===== config.mk =====
export PLATFORM = sky130hd
export DESIGN_NAME = rate_weighted_frame_tracker_unit
export DESIGN_NICKNAME = d
export VERILOG_FILES = /design/src/rtl/rwft_pkg.sv /design/src/rtl/rwft_cell.sv /design/src/rtl/rwft_mac.sv /design/src/rtl/rate_weighted_frame_tracker_unit.sv
export SDC_FILE = /design/constraint.sdc
export NUM_CORES = 2
export LEC_CHECK = 0
export BUFFER_PORTS_ARGS = -buffer_cell sky130_fd_sc_hd__buf_2
export CAP_MARGIN = 20
export CELL_PAD_IN_SITES_DETAIL_PLACEMENT = 0
export CELL_PAD_IN_SITES_GLOBAL_PLACEMENT = 1
export CORE_MARGIN = 4
export CORE_UTILIZATION = 46
export DETAILED_ROUTE_END_ITERATION = 8
export PLACE_DENSITY = 0.79
export SYNTH_ARGS = -nofsm -noshare
export SYNTH_HDL_FRONTEND = slang
export SYNTH_HIERARCHICAL = 1
export SYNTH_SLANG_ARGS = --single-unit

===== constraint.sdc =====
create_clock -name clk -period 12.7 [get_ports clk]
set_input_delay 1.905 -clock clk [delete_from_list [all_inputs] [get_ports clk]]
set_output_delay 1.905 -clock clk [all_outputs]
set_load 0.01 [all_outputs]

===== src/rtl/rwft_pkg.sv =====
package rwft_pkg;

  localparam int QUEUE_DEPTH_DEF = 16;
  localparam int RATE_FRAC_DEF   = 12;

  localparam int OP_W     = 2;
  localparam int COUNT_W  = 20;
  localparam int RATE_W   = 16;
  localparam int FRAMES_W = 32;
  localparam int TOTAL_W  = 48;
  localparam int PROD_W   = FRAMES_W + RATE_W;

  localparam logic [OP_W-1:0] OP_ADD   = 2'd0;
  localparam logic [OP_W-1:0] OP_PLAY  = 2'd1;
  localparam logic [OP_W-1:0] OP_CLEAR = 2'd2;

  // shared load data and shift strobe for the record chain
  typedef struct packed {
    logic                shift;
    logic [FRAMES_W-1:0] frames;
    logic [RATE_W-1:0]   rate;
  } cell_ctl_t;

  // one consumed segment handed to the multiply-accumulate
  typedef struct packed {
    logic                valid;
    logic [FRAMES_W-1:0] seg;
    logic [RATE_W-1:0]   rate;
  } mac_req_t;

endpackage


===== src/rtl/rwft_cell.sv =====
module rwft_cell (
  input  logic                            clk,
  input  rwft_pkg::cell_ctl_t             ctl,
  input  logic                            load,
  input  logic [rwft_pkg::FRAMES_W-1:0]   nb_frames,
  input  logic [rwft_pkg::RATE_W-1:0]     nb_rate,
  output logic [rwft_pkg::FRAMES_W-1:0]   frames,
  output logic [rwft_pkg::RATE_W-1:0]     rate
);
  import rwft_pkg::*;

  logic [FRAMES_W-1:0] frames_r;
  logic [RATE_W-1:0]   rate_r;

  // shift toward the head wins; load writes the shared data
  always_ff @(posedge clk) begin
    if (ctl.shift) begin
      frames_r <= nb_frames;
      rate_r   <= nb_rate;
    end else if (load) begin
      frames_r <= ctl.frames;
      rate_r   <= ctl.rate;
    end
  end

  assign frames = frames_r;
  assign rate   = rate_r;

endmodule


===== src/rtl/rwft_mac.sv =====
module rwft_mac #(
  parameter int RATE_FRAC_BITS = rwft_pkg::RATE_FRAC_DEF
) (
  input  logic                           clk,
  input  logic                           rst_n,
  input  rwft_pkg::mac_req_t             req,
  input  logic                           clear,
  output logic [rwft_pkg::TOTAL_W-1:0]   total,
  output logic                           pending
);
  import rwft_pkg::*;

  logic                v1_r, v2_r;
  logic [FRAMES_W-1:0] seg_r;
  logic [RATE_W-1:0]   rate_r;
  logic [PROD_W-1:0]   prod_r;
  logic [TOTAL_W-1:0]  total_r;
  logic [PROD_W-1:0]   prod_sh;

  assign prod_sh = prod_r >> RATE_FRAC_BITS;

  always_ff @(posedge clk) begin
    if (!rst_n) begin
      v1_r    <= 1'b0;
      v2_r    <= 1'b0;
      total_r <= '0;
    end else begin
      v1_r <= req.valid;
      v2_r <= v1_r;
      if (clear) begin
        total_r <= '0;
      end else if (v2_r) begin
        total_r <= total_r + TOTAL_W'(prod_sh);
      end
    end
  end

  always_ff @(posedge clk) begin
    seg_r  <= req.seg;
    rate_r <= req.rate;
    prod_r <= PROD_W'(seg_r) * PROD_W'(rate_r);
  end

  assign total   = total_r;
  assign pending = v1_r | v2_r;

endmodule


===== src/rtl/rate_weighted_frame_tracker_unit.sv =====
// Add, clear and unused opcodes strobe out_valid in the cycle after start.
// A played event walks the head cell, one record per cycle, then makes an end check
//   and waits for the 2-stage MAC to drain before it strobes out_valid.
// Throughput: one request at a time; busy stays high until the played event drains.
// Reset: synchronous, active-low rst_n empties the queue and zeroes the total.
// The result is a one-cycle strobe; the receiver cannot stall it.
module rate_weighted_frame_tracker_unit #(
  parameter int  QUEUE_DEPTH    = rwft_pkg::QUEUE_DEPTH_DEF,
  parameter int  RATE_FRAC_BITS = rwft_pkg::RATE_FRAC_DEF,
  localparam int CNT_W          = $clog2(QUEUE_DEPTH + 1)
) (
  input  logic                           clk,
  input  logic                           rst_n,
  input  logic                           start,
  input  logic [rwft_pkg::OP_W-1:0]      in_opcode,
  input  logic [rwft_pkg::COUNT_W-1:0]   in_frame_count,
  input  logic [rwft_pkg::RATE_W-1:0]    in_rate_q12,
  output logic                           busy,
  output logic                           out_valid,
  output logic [rwft_pkg::TOTAL_W-1:0]   out_played_total,
  output logic [CNT_W-1:0]               out_records_held,
  output logic                           out_queue_overflow
);
  import rwft_pkg::*;

  localparam int IDX_W = $clog2(QUEUE_DEPTH);

  // Sequencer states, one-hot.
  typedef enum logic [2:0] {
    ST_IDLE  = 3'b001,
    ST_PLAY  = 3'b010,
    ST_DRAIN = 3'b100
  } state_t;

  state_t             state_r, state_nxt;
  logic [CNT_W-1:0]   occ_r, occ_nxt;
  logic [COUNT_W-1:0] left_r, left_nxt;
  logic               ovf_r, ovf_nxt;
  logic               outv_r, outv_nxt;

  // Record chain: cell 0 is always the head, the tail sits at occupancy - 1.
  logic [FRAMES_W-1:0]    cell_frames [QUEUE_DEPTH];
  logic [RATE_W-1:0]      cell_rate   [QUEUE_DEPTH];
  logic [QUEUE_DEPTH-1:0] load_en;
  cell_ctl_t              ctl;

  mac_req_t           req;
  logic               mac_clear;
  logic               mac_pending;
  logic [TOTAL_W-1:0] total;

  genvar gi;
  generate
    for (gi = 0; gi < QUEUE_DEPTH; gi++) begin : g_cell
      logic [FRAMES_W-1:0] nb_frames;
      logic [RATE_W-1:0]   nb_rate;
      if (gi == QUEUE_DEPTH - 1) begin : g_last
        assign nb_frames = '0;
        assign nb_rate   = '0;
      end else begin : g_mid
        assign nb_frames = cell_frames[gi+1];
        assign nb_rate   = cell_rate[gi+1];
      end
      rwft_cell u_cell (
        .clk       (clk),
        .ctl       (ctl),
        .load      (load_en[gi]),
        .nb_frames (nb_frames),
        .nb_rate   (nb_rate),
        .frames    (cell_frames[gi]),
        .rate      (cell_rate[gi])
      );
    end
  endgenerate

  // Multiply-accumulate: one segment in per cycle; it is registered, multiplied into a registered product, then summed.
  rwft_mac #(
    .RATE_FRAC_BITS (RATE_FRAC_BITS)
  ) u_mac (
    .clk     (clk),
    .rst_n   (rst_n),
    .req     (req),
    .clear   (mac_clear),
    .total   (total),
    .pending (mac_pending)
  );

  // Tail lookup for the merge check on add.
  logic [IDX_W-1:0]    tail_idx, app_idx;
  logic [FRAMES_W-1:0] tail_frames;
  logic [RATE_W-1:0]   tail_rate;
  logic                rate_match, full;
  logic [FRAMES_W:0]   merge_sum;
  logic [FRAMES_W-1:0] merge_sat;

  assign tail_idx    = IDX_W'(occ_r - CNT_W'(1));
  assign app_idx     = occ_r[IDX_W-1:0];
  assign tail_frames = cell_frames[tail_idx];
  assign tail_rate   = cell_rate[tail_idx];
  assign rate_match  = (occ_r != '0) && (tail_rate == in_rate_q12);
  assign full        = (occ_r == CNT_W'(QUEUE_DEPTH));
  assign merge_sum   = {1'b0, tail_frames} + (FRAMES_W + 1)'(in_frame_count);
  assign merge_sat   = merge_sum[FRAMES_W] ? '1 : merge_sum[FRAMES_W-1:0];

  // Head compare for the played walk.
  logic [FRAMES_W-1:0] left_ext;
  logic                head_split;

  assign left_ext   = FRAMES_W'(left_r);
  assign head_split = cell_frames[0] > left_ext;

  always_comb begin
    state_nxt = state_r;
    occ_nxt   = occ_r;
    left_nxt  = left_r;
    ovf_nxt   = ovf_r;
    outv_nxt  = 1'b0;
    ctl       = '0;
    load_en   = '0;
    req       = '0;
    mac_clear = 1'b0;
    case (state_r)
      ST_IDLE: begin
        if (start) begin
          ovf_nxt = 1'b0;
          case (in_opcode)
            OP_ADD: begin
              outv_nxt = 1'b1;
              if (rate_match) begin
                // same rate as tail: merge, saturating
                ctl.frames        = merge_sat;
                ctl.rate          = in_rate_q12;
                load_en[tail_idx] = 1'b1;
              end else if (full) begin
                ovf_nxt = 1'b1;
              end else begin
                ctl.frames       = FRAMES_W'(in_frame_count);
                ctl.rate         = in_rate_q12;
                load_en[app_idx] = 1'b1;
                occ_nxt          = occ_r + CNT_W'(1);
              end
            end
            OP_PLAY: begin
              left_nxt  = in_frame_count;
              state_nxt = ST_PLAY;
            end
            OP_CLEAR: begin
              outv_nxt  = 1'b1;
              occ_nxt   = '0;
              mac_clear = 1'b1;
            end
            default: begin
              outv_nxt = 1'b1;
            end
          endcase
        end
      end
      ST_PLAY: begin
        if (left_r == '0 || occ_r == '0) begin
          // excess frames, if any, are dropped here
          state_nxt = ST_DRAIN;
        end else begin
          req.valid = 1'b1;
          req.rate  = cell_rate[0];
          if (head_split) begin
            // partial consume of the head record
            req.seg    = left_ext;
            ctl.frames = cell_frames[0] - left_ext;
            ctl.rate   = cell_rate[0];
            load_en[0] = 1'b1;
            left_nxt   = '0;
          end else begin
            // head fully consumed: pop by shifting the chain
            req.seg   = cell_frames[0];
            left_nxt  = left_r - cell_frames[0][COUNT_W-1:0];
            ctl.shift = 1'b1;
            occ_nxt   = occ_r - CNT_W'(1);
          end
        end
      end
      ST_DRAIN: begin
        if (!mac_pending) begin
          state_nxt = ST_IDLE;
          outv_nxt  = 1'b1;
        end
      end
      default: begin
        state_nxt = ST_IDLE;
      end
    endcase
  end

  always_ff @(posedge clk) begin
    if (!rst_n) begin
      state_r <= ST_IDLE;
      occ_r   <= '0;
      left_r  <= '0;
      ovf_r   <= 1'b0;
      outv_r  <= 1'b0;
    end else begin
      state_r <= state_nxt;
      occ_r   <= occ_nxt;
      left_r  <= left_nxt;
      ovf_r   <= ovf_nxt;
      outv_r  <= outv_nxt;
    end
  end

  assign busy               = (state_r != ST_IDLE);
  assign out_valid          = outv_r;
  assign out_played_total   = total;
  assign out_records_held   = occ_r;
  assign out_queue_overflow = ovf_r;

endmodule


==> impl_metrics.ini <==
[sta]
finClkSkew_ns = 0.0831
worst_pin_slew_ns = 1.38
setup_violations = 0
period_share_pct = 61.6
hold_viol = 0
finalSetupTns_ns = 0
clock.fmax_mhz = 128
relSlewSlack_pct = 8.05
drv_slew = 0
rsz0062_at_grt = no
post-route-min-period_ns = 7.82

[detailed_routing]
first_pass_iters = 5
drt_iter0_markers = 3650
ant_nets = 0
wl_um = 172000
drc_errors = 0
wire_per_inst_um = 23.5
vias_per_cell = 5.81
vias = 42500

[synthesis]
synth-seq-area-share_pct = 39.5
synth_cells = 5271
synth-edff-count = 768
yosysTopAreaCellShare_pct = 34.6
synth-main-ff-cell = edfxtp_1
yosys.area.top_type = edfxtp_1
synth.avg_cell_area_um2 = 12.7
netlist_area_mm2 = 0.0667
synth_area_leaders = edfxtp_1, fa_1, mux2_2, mux4_2, dfxtp_1
synthArstFlopShare_pct = 0
yosysWarnings = 6
ys_types = 97
ys_seq_elements = 932

[worst_setup_path]
cpPeakStageDelay_ns = 1.01
crit_chain = inv_1 > ha_4 > buf_4 > mux4_2 > mux4_2 > ha_1 > and4_1 > o21ai_0 > a31oi_1 > o2111ai_1 > a31o_2 > or2_1 > and3_1 > o22ai_1 > mux2_2
crit_fanout = 64
start_kind = register
critPathMostFrequentCell = mux4_2
critPathKind = reg -> reg
worstSetupStartpoint = out_records_held[0]
regToRegStartpoint = out_records_held[0]
slowest_stage = ha_4
cp_data_arrival_time_ns = 8.44
end_kind = register
required_ns = 13.33

[floorplan]
die_area_mm2 = 0.151
coreArea_mm2 = 0.144
start_util_pct = 46.4
fp.dieH_um = 389
rows = 139
ios = 97
die_w_um = 389

[finish]
nets = 6000
synthToLayoutAreaGrowth_pct = 8.49
fill_cells = 12400
drive_above_1_share_pct = 26.4

[clock_tree]
cts_hold_buf = 0
post_cts_resized = 0
clockBufferDepth = 3
htree_levels = 3
clock-sinks = 932
cts_tree = built
path_clk_slew_ns = 0.06
clkLatencyLatePin_ns = 0.74
numCtsBuffers = 102
root_buffer = clkbuf_16
post_cts_buffers = 0

[placed_design]
gp_congestion = 0.884
dp_hpwl_um = 111000
numPortBuffers = 96

[pwr]
fin_total_pwr_mw = 9.48
clkPwrFrac_pct = 31.5
pwr_density_cell_mw_per_mm2 = 131
leakagePower_nw = 28.0
ir_drop_v = 0.000169
swShare_pct = 32.7
pwr-share-seq_pct = 36.6
p_switching_mw = 3.10
intPower_mw = 6.38
pwr-share-comb_pct = 31.9

[hold_path]
holdCritPathClass = reg -> reg
hp-start = u_mac/total[47]

[run_status]
outcome = complete, no violations

[global_routing]
gr-total-overflow = 0
grt_pass1_wl_um = 264000
track_usage_pct = 22.4
antenna_found_initial = 16
grt_pass1_vias = 43400
grt_start_max_net_pins = 193

[flow_run]
maxCapViolations = 0
layer usage:
layer / global-route usage, % / share of wire [%] / up-vias
met5: 0 / 0.031 / -
met4: 5.34 / 2.4 / 8
met3: 4.10 / 7.9 / 276
met2: 36.6 / 47 / 1597
met1: 31.2 / 42 / 21700
li1: - / - / 18900
stage by stage:
step | hold slack (ns) | utilization (%) | cells | area, um^2 | setup WS [ns]
6_report | 0.492 | 50.3 | 7313 | 72400 | 4.88
5_1_grt | 0.533 | 50.3 | 7308 | 72400 | 4.52
4_1_cts | 0.498 | 50.2 | 7286 | 72200 | 4.81
3_5_place_dp | 0.454 | 47.8 | 7098 | 68800 | 4.82
3_3_place_gp | 0.451 | 47.8 | 7096 | 68800 | 4.91
2_1_floorplan | 0.421 | - | 5330 | 66900 | 4.88
layout by cell type, fill, tap and decap left out, drive strengths merged, types with 41 or more instances in the layout:
| master | Yosys | layout |
|---|---|---|
| mux2 | 775 | 775 |
| edfxtp | 768 | 768 |
| inv | 511 | 517 |
| nand2 | 427 | 427 |
| fa | 421 | 421 |
| and2 | 243 | 243 |
| mux4 | 237 | 237 |
| ha | 218 | 218 |
| nor2 | 192 | 192 |
| buf | 125 | 190 |
| dfxtp | 164 | 164 |
| a21oi | 159 | 159 |
| clkbuf | 180 | 129 |
| o21ai | 92 | 92 |
| xnor2 | 88 | 88 |
| a21o | 62 | 62 |
| conb | 1 | 60 |
| xor2 | 60 | 60 |
| nand3 | 50 | 50 |
| clkinv | 0 | 42 |
| mux2i | 41 | 41 |
worst max-delay path: cells and delay by family, from the launching register on:
family                   cells  cell delay [ns]
AO/OA/AOI/OAI                5             2.09
adder cells (fa/ha/maj)      2             1.41
buffers and inverters        2             0.99
flip-flops                   1             0.85
multiplexers                 3             1.21
AND/OR/NAND/NOR              3             1.08
synthesized netlist by cell type, types with 21 or more instances:
| library cell | instances |
|---|---|
| a211oi_1 | 31 |
| nand3_1 | 50 |
| mux4_2 | 237 |
| xnor2_1 | 88 |
| nor2_1 | 190 |
| clkbuf_1 | 178 |
| a21oi_1 | 157 |
| and3_1 | 27 |
| a31oi_1 | 24 |
| edfxtp_1 | 768 |
| nand4_1 | 24 |
| o21a_1 | 23 |
| nor3_1 | 28 |
| fa_1 | 421 |
| buf_6 | 44 |
| mux2_4 | 144 |
| buf_4 | 51 |
| o21ai_0 | 70 |
| mux2i_1 | 41 |
| dfxtp_1 | 164 |
| and2_1 | 243 |
| a21o_1 | 62 |
| inv_1 | 510 |
| nand2_1 | 427 |
| ha_1 | 218 |
| mux2_2 | 630 |
| xor2_1 | 58 |
| o21ai_1 | 21 |
worst paths after layout:
kind	cells past startpoint	endpoint	slack, ns
worst max-delay path	15	g_cell[15].u_cell/frames[18]	4.88
worst min-delay path	2	u_mac/total[47]	0.49
worst max register to register	15	g_cell[15].u_cell/frames[18]	4.88
worst min register to register	2	u_mac/total[47]	0.49
area by class of cell:
type,count,area [um^2],share of cell area [%]
Antenna cell,6,15.0,0.0207
Clock buffer,128,2740,3.79
Clock inverter,60,593,0.819
Inverter,511,1920,2.65
Multi-Input combinational cell,3582,37100,51.3
Sequential cell,932,26400,36.4
Tap cell,1903,2380,3.29
Timing Repair Buffer,191,1280,1.76
logic make-up (layout without fill, tap and decap cells):
family                   count (synthesis)  in the layout  share of synthesized area (%)
other                                    1             66                        0.00562
adder cells (fa/ha/maj)                639            639                           16.7
AND/OR/NAND/NOR                       1111           1111                           8.12
buffers and inverters                  816            890                           5.41
multiplexers                          1053           1053                           22.5
XOR/XNOR                               148            148                           1.97
AO/OA/AOI/OAI                          571            571                           5.79
flip-flops                             932            932                           39.5
state kept, by name, summed over array words and instances (netlist names):
signal	flops
g_cell.u_cell/frames	512
g_cell.u_cell/rate	256
left_r	20
out_queue_overflow	1
out_records_held	5
out_valid	1
state_r	3
u_mac/prod_r	36
u_mac/rate_r	16
u_mac/seg_r	32
u_mac/total	48
u_mac/v1_r	1
u_mac/v2_r	1
power by group through the flow:
stage	Clock (mW)	Combinational (mW)	Sequential (mW)
global placement	0	2.97	3.54
floorplan	0	2.26	3.48
finish	2.98	3.02	3.47
detailed placement	0	2.98	3.54
global route	3.17	3.25	3.48
CTS	3.05	3.00	3.47
(Power assumes the default switching activity.)
